==> config.mk <==
export PLATFORM = sky130hd
export DESIGN_NAME = lph_hash
export DESIGN_NICKNAME = d
export VERILOG_FILES = /design/src/hw/rtl/assert_macros.svh /design/src/hw/rtl/lph_pkg.sv /design/src/hw/rtl/lph_hash.sv
export SDC_FILE = /design/constraint.sdc
export NUM_CORES = 1
export LEC_CHECK = 0
export BUFFER_PORTS_ARGS = -buffer_cell sky130_fd_sc_hd__buf_2
export CAP_MARGIN = 10
export CORE_UTILIZATION = 45
export CTS_BUF_LIST = sky130_fd_sc_hd__clkbuf_4 sky130_fd_sc_hd__clkbuf_8 sky130_fd_sc_hd__clkbuf_16
export DETAILED_ROUTE_END_ITERATION = 12
export GPL_TIMING_DRIVEN = 0
export PLACE_DENSITY = 0.74
export SLEW_MARGIN = 30
export SYNTH_ARGS = -nofsm -noshare
export SYNTH_HDL_FRONTEND = slang
export SYNTH_SLANG_ARGS = --single-unit
==> constraint.sdc <==
create_clock -name clock -period 5.3 [get_ports clock]
set_input_delay 0.53 -clock clock [delete_from_list [all_inputs] [get_ports clock]]
set_output_delay 0.53 -clock clock [all_outputs]
set_load 0.1 [all_outputs]
==> src/hw/rtl/assert_macros.svh <==
// Assertion helpers for the hash table block
`ifndef ASSERT_MACROS_SVH
`define ASSERT_MACROS_SVH

// cons must hold in the same cycle as ante
`define ASSERT_SAME(lbl, ante, cons) \
   lbl: assert property (@(posedge clock) disable iff (reset) (ante) |-> (cons)) \
      else $error("assertion failed");

// cons must hold in the cycle after ante
`define ASSERT_NEXT(lbl, ante, cons) \
   lbl: assert property (@(posedge clock) disable iff (reset) (ante) |=> (cons)) \
      else $error("assertion failed");

`endif

==> src/hw/rtl/lph_pkg.sv <==
package lph_pkg;
   localparam int SLOT_COUNT = 256;
   localparam int SLOT_BITS = 8;
   localparam int SIZE_BITS = 9;
   localparam int KEY_BYTES = 8;
   localparam int KEY_WIDTH = 64;
   localparam int LEN_BITS = 4;
   localparam int VALUE_WIDTH = 32;
   localparam logic [63:0] HASH_SEED = 64'd5381;
   localparam int HASH_SHIFT = 5;

   localparam logic [1:0] OP_INSERT = 2'd0;
   localparam logic [1:0] OP_SEARCH = 2'd1;
   localparam logic [1:0] OP_DELETE = 2'd2;

   localparam logic [1:0] ST_EMPTY = 2'd0;
   localparam logic [1:0] ST_USED = 2'd1;
   localparam logic [1:0] ST_DEAD = 2'd2;

   localparam logic [1:0] RES_OK = 2'd0;
   localparam logic [1:0] RES_NOT_FOUND = 2'd1;
   localparam logic [1:0] RES_FULL = 2'd2;

   typedef struct packed {
      logic [KEY_WIDTH-1:0] key;
      logic [LEN_BITS-1:0] len;
      logic [VALUE_WIDTH-1:0] value;
      logic [1:0] status;
   } slot_type;

   typedef struct packed {
      logic full_en;
      logic status_en;
      logic [SLOT_BITS-1:0] addr;
   } slot_wr_type;
endpackage

==> src/hw/rtl/lph_hash.sv <==
module lph_hash import lph_pkg::*; (
   input logic clock,
   input logic reset,
   input logic start,
   input logic [KEY_WIDTH-1:0] key_in,
   input logic [LEN_BITS-1:0] len_in,
   input logic [SIZE_BITS-1:0] size_in,
   output logic done,
   output logic [SLOT_BITS-1:0] index
);
   localparam logic [1:0] H_IDLE = 2'd0;
   localparam logic [1:0] H_MIX = 2'd1;
   localparam logic [1:0] H_MOD = 2'd2;

   logic [1:0] phase_ff, phase_in;
   logic [63:0] hash_ff, hash_in;
   logic [KEY_WIDTH-1:0] key_ff, key_in_nx;
   logic [5:0] cnt_ff, cnt_in;
   logic [LEN_BITS-1:0] len_ff, len_nx;
   logic [SIZE_BITS-1:0] size_ff, size_nx;
   logic [SIZE_BITS-1:0] rem_ff, rem_in;
   logic done_ff, done_in;
   logic [SIZE_BITS:0] trial;

   assign trial = {rem_ff, hash_ff[63]};

   always_comb begin
      phase_in = phase_ff;
      hash_in = hash_ff;
      key_in_nx = key_ff;
      cnt_in = cnt_ff;
      len_nx = len_ff;
      size_nx = size_ff;
      rem_in = rem_ff;
      done_in = 1'b0;
      case (phase_ff)
         H_IDLE: begin
            if (start) begin
               phase_in = H_MIX;
               hash_in = HASH_SEED;
               key_in_nx = key_in;
               len_nx = len_in;
               size_nx = size_in;
               cnt_in = '0;
            end
         end
         H_MIX: begin
            if (cnt_ff[LEN_BITS-1:0] == len_ff) begin
               phase_in = H_MOD;
               cnt_in = '0;
               rem_in = '0;
            end else begin
               hash_in = (hash_ff << HASH_SHIFT) + hash_ff + {56'd0, key_ff[7:0]};
               key_in_nx = key_ff >> 8;
               cnt_in = cnt_ff + 6'd1;
            end
         end
         H_MOD: begin
            hash_in = hash_ff << 1;
            if (trial >= {1'b0, size_ff}) begin
               rem_in = SIZE_BITS'(trial - {1'b0, size_ff});
            end else begin
               rem_in = trial[SIZE_BITS-1:0];
            end
            cnt_in = cnt_ff + 6'd1;
            if (cnt_ff == 6'd63) begin
               phase_in = H_IDLE;
               done_in = 1'b1;
            end
         end
         default: begin
            phase_in = H_IDLE;
         end
      endcase
   end

   always_ff @(posedge clock) begin
      if (reset) begin
         phase_ff <= H_IDLE;
         done_ff <= 1'b0;
      end else begin
         phase_ff <= phase_in;
         done_ff <= done_in;
      end
      hash_ff <= hash_in;
      key_ff <= key_in_nx;
      cnt_ff <= cnt_in;
      len_ff <= len_nx;
      size_ff <= size_nx;
      rem_ff <= rem_in;
   end

   assign done = done_ff;
   assign index = rem_ff[SLOT_BITS-1:0];
endmodule

==> impl_metrics.ini <==
[outcome]
status = complete, no violations

[setup_path]
criticalPathCategory = flip-flop to flip-flop
arrival_ns = 4.19
cp_cell_sequence = ha_1, ha_1, fa_1, a211oi_1, o21ai_0, o211ai_1, a21oi_1, nor2b_1, a211oi_1, nor2_1, o21ai_0, xnor2_1, a22o_1
path_max_fanout = 4
rr_startpoint = hash_ff[1]
startpoint_type = flip-flop
rr_endpoint = hash_ff[31]
slowest_delay_ns = 0.46
r2r_setup_slack_ns = 1.30
crit_buf_inv = 0
cp.required_ns = 5.49
cp_slowest_cell = edfxtp_1
critPathTopFamily = compound AO/OA/AOI/OAI gates
end_kind = flip-flop
path_depth = 13
reg2reg_depth = 13

[global_route]
grt_usage_pct = 21.2
grt.overflow.total = 0
antenna_found_initial = 1
grt_pass1_wl_um = 44200
grt_start_max_net_pins = 23
grt_pass1_vias = 8887

[drt]
firstDrtPassIters = 5
drt-initial-drc-count = 564
drc = 0
wl_per_cell_um = 17.2
drtAntennaViolNets = 0
routed_via_density = 5.67
wl_um = 27000
vias = 8902

[timing]
setup_viol = 0
worst_pin_slew_ns = 0.929
period_needed_ns = 4.00
fmax_ghz = 0.250
fin_tns_setup_ns = 0
hold_viol_final = 0
slew_violations = 0
skew_ns = 0.0180
rsz0062_at_grt = no
finalCritPeriodShare_pct = 75.5
relSlewSlack_pct = 38.1

[yosys]
synth-edff-count = 156
synth_flop_cell = edfxtp_1
yosysUniqueCellTypes = 66
synthCells = 1112
synth_area_leaders = edfxtp_1 (41%), ha_1 (15%), mux2_2 (5.5%)
async_reset_ff_share_pct = 0
yosysWarnings = 0
synthTopCellsByCount = edfxtp_1 (156), ha_1 (137), nand2_1 (103)
synth-seq-cells = 159
synth_top_area_cell = edfxtp_1
synth_most_common_cell = edfxtp_1
yosysTopAreaCellShare_pct = 40.5
synth_area_per_cell_um2 = 10.4
netlist_area_um2 = 11600
synth_nets = 1334
synth-seq-area-share_pct = 41.0

[clock_network]
clk_pin_slew_ns = 0.08
htree_levels = 4
cts_tree = built
clk_path_buf_depth = 2
clkLatencyLatePin_ns = 0.45
cts_root_buf = clkbuf_16
post_cts_buffers = 0
cts-buffers-inserted = 17
cts_resized = 0
cts_hold_buf = 0
cts_sinks = 159

[worst_hold_path]
min_from = size_in[0]
holdPathEnd = size_ff[0]
whs_path_depth = 1
hold_class = primary input to flip-flop

[die]
initial_core_util_pct = 45.9
chipWidth_um = 162
io_pins = 89
dieArea_um2 = 26300
die-height_um = 162
row_count = 58
core-area_um2 = 25200

[job]
maxCapViolCount = 0

[layout]
final_nets = 1447
area_delta_synth_final_pct = 14.3
drive_above_1_share_pct = 17.4

[place]
place_hpwl_um = 20500
place_congestion = 0.920
portBuffers = 88
stage by stage:
stage               util [%]  hold slack, ns  setup slack [ns]  instances  area, um2
finish                  52.5           0.255              1.30       1569      13200
global route            52.5           0.247              1.12       1568      13200
CTS                     52.5           0.236              1.35       1568      13200
detailed placement      50.0           0.535              1.37       1536      12600
global placement        49.3           0.525             -1.88       1530      12400
floorplan                  -           0.518             0.249       1112      11600
placed cells by master (no fill, tap or decap), types with 4 or more instances in the layout:
| cell type | Yosys | routed |
|---|---|---|
| nor2_1 | 58 | 56 |
| buf_16 | 0 | 6 |
| o21bai_1 | 24 | 24 |
| fa_1 | 5 | 5 |
| nand2b_1 | 7 | 7 |
| inv_1 | 42 | 42 |
| a31oi_1 | 8 | 8 |
| inv_8 | 0 | 4 |
| a221o_1 | 4 | 4 |
| edfxtp_1 | 156 | 156 |
| xor2_1 | 22 | 22 |
| nand2_1 | 103 | 103 |
| nand4_1 | 27 | 27 |
| clkbuf_1 | 43 | 43 |
| o21ai_0 | 77 | 76 |
| and2_1 | 4 | 4 |
| or3_1 | 5 | 5 |
| buf_2 | 4 | 92 |
| a22oi_1 | 20 | 20 |
| ha_1 | 137 | 137 |
| o221ai_1 | 4 | 4 |
| mux2_2 | 56 | 56 |
| nor2b_1 | 36 | 36 |
| nor3_1 | 13 | 13 |
| nand3_1 | 11 | 11 |
| clkinv_8 | 0 | 5 |
| o21a_1 | 6 | 6 |
| clkbuf_16 | 0 | 17 |
| xnor2_1 | 50 | 50 |
| a21o_1 | 21 | 21 |
| o211ai_1 | 5 | 5 |
| o31ai_1 | 5 | 5 |
| a211oi_1 | 14 | 14 |
| buf_4 | 8 | 8 |
| mux2i_1 | 7 | 7 |
| a21oi_1 | 78 | 77 |
metal layers:
metal | GRT usage, % | wire length, um | vias up
li1 | - | - | 4365
met1 | 26.9 | 12100 | 4236
met2 | 35.3 | 12700 | 248
met3 | 5.34 | 1650 | 51
met4 | 6.95 | 594 | 2
met5 | 0 | 17 | -
state kept, by name, summed over array words and instances, names as in the netlist:
signal and flops:
cnt_ff 6, hash_ff 64, key_ff 64, len_ff 4
size_ff 9, rem_ff 9, phase_ff 2, done 1
kinds of logic (layout without fill, tap and decap cells):
group                      after synthesis  count (layout)  synth area share, %
xor gates and xnor gates                72              72                 5.45
DFF                                    159             159                 41.0
adders and majority gates              142             142                 15.7
muxes                                   63              63                 6.06
buffers and inverters                   99             225                 3.58
and+or+nand+nor                        279             279                 11.5
AOI/OAI and AO/OA                      298             298                 16.7
other                                    0               1                    0
cell type report:
| cell class | count | area [um2] |
|---|---|---|
| fillers | 2181 | 12000 |
| multi-input cells | 854 | 6430 |
| flip-flops and latches | 159 | 4740 |
| repair buffers | 94 | 606 |
| clock buffers | 17 | 425 |
| well taps | 330 | 413 |
| plain buffers | 57 | 256 |
| clock inverters | 15 | 184 |
| inverters | 42 | 158 |
| diodes | 1 | 2.50 |
how the worst max path moves through the flow:
stage	startpoint	endpoint	slack, ns
global route	hash_ff[1]	hash_ff[31]	1.12
detailed placement	hash_ff[1]	hash_ff[31]	1.37
finish	hash_ff[1]	hash_ff[31]	1.30
floorplan	phase_ff[1]	hash_ff[0]	0.25
global placement	phase_ff[1]	hash_ff[41]	-1.88
CTS	hash_ff[1]	hash_ff[31]	1.35
Power is left out: the tool's default activity adds up to more than one toggle a clock period on the data nets, which glitch-free logic cannot reach.
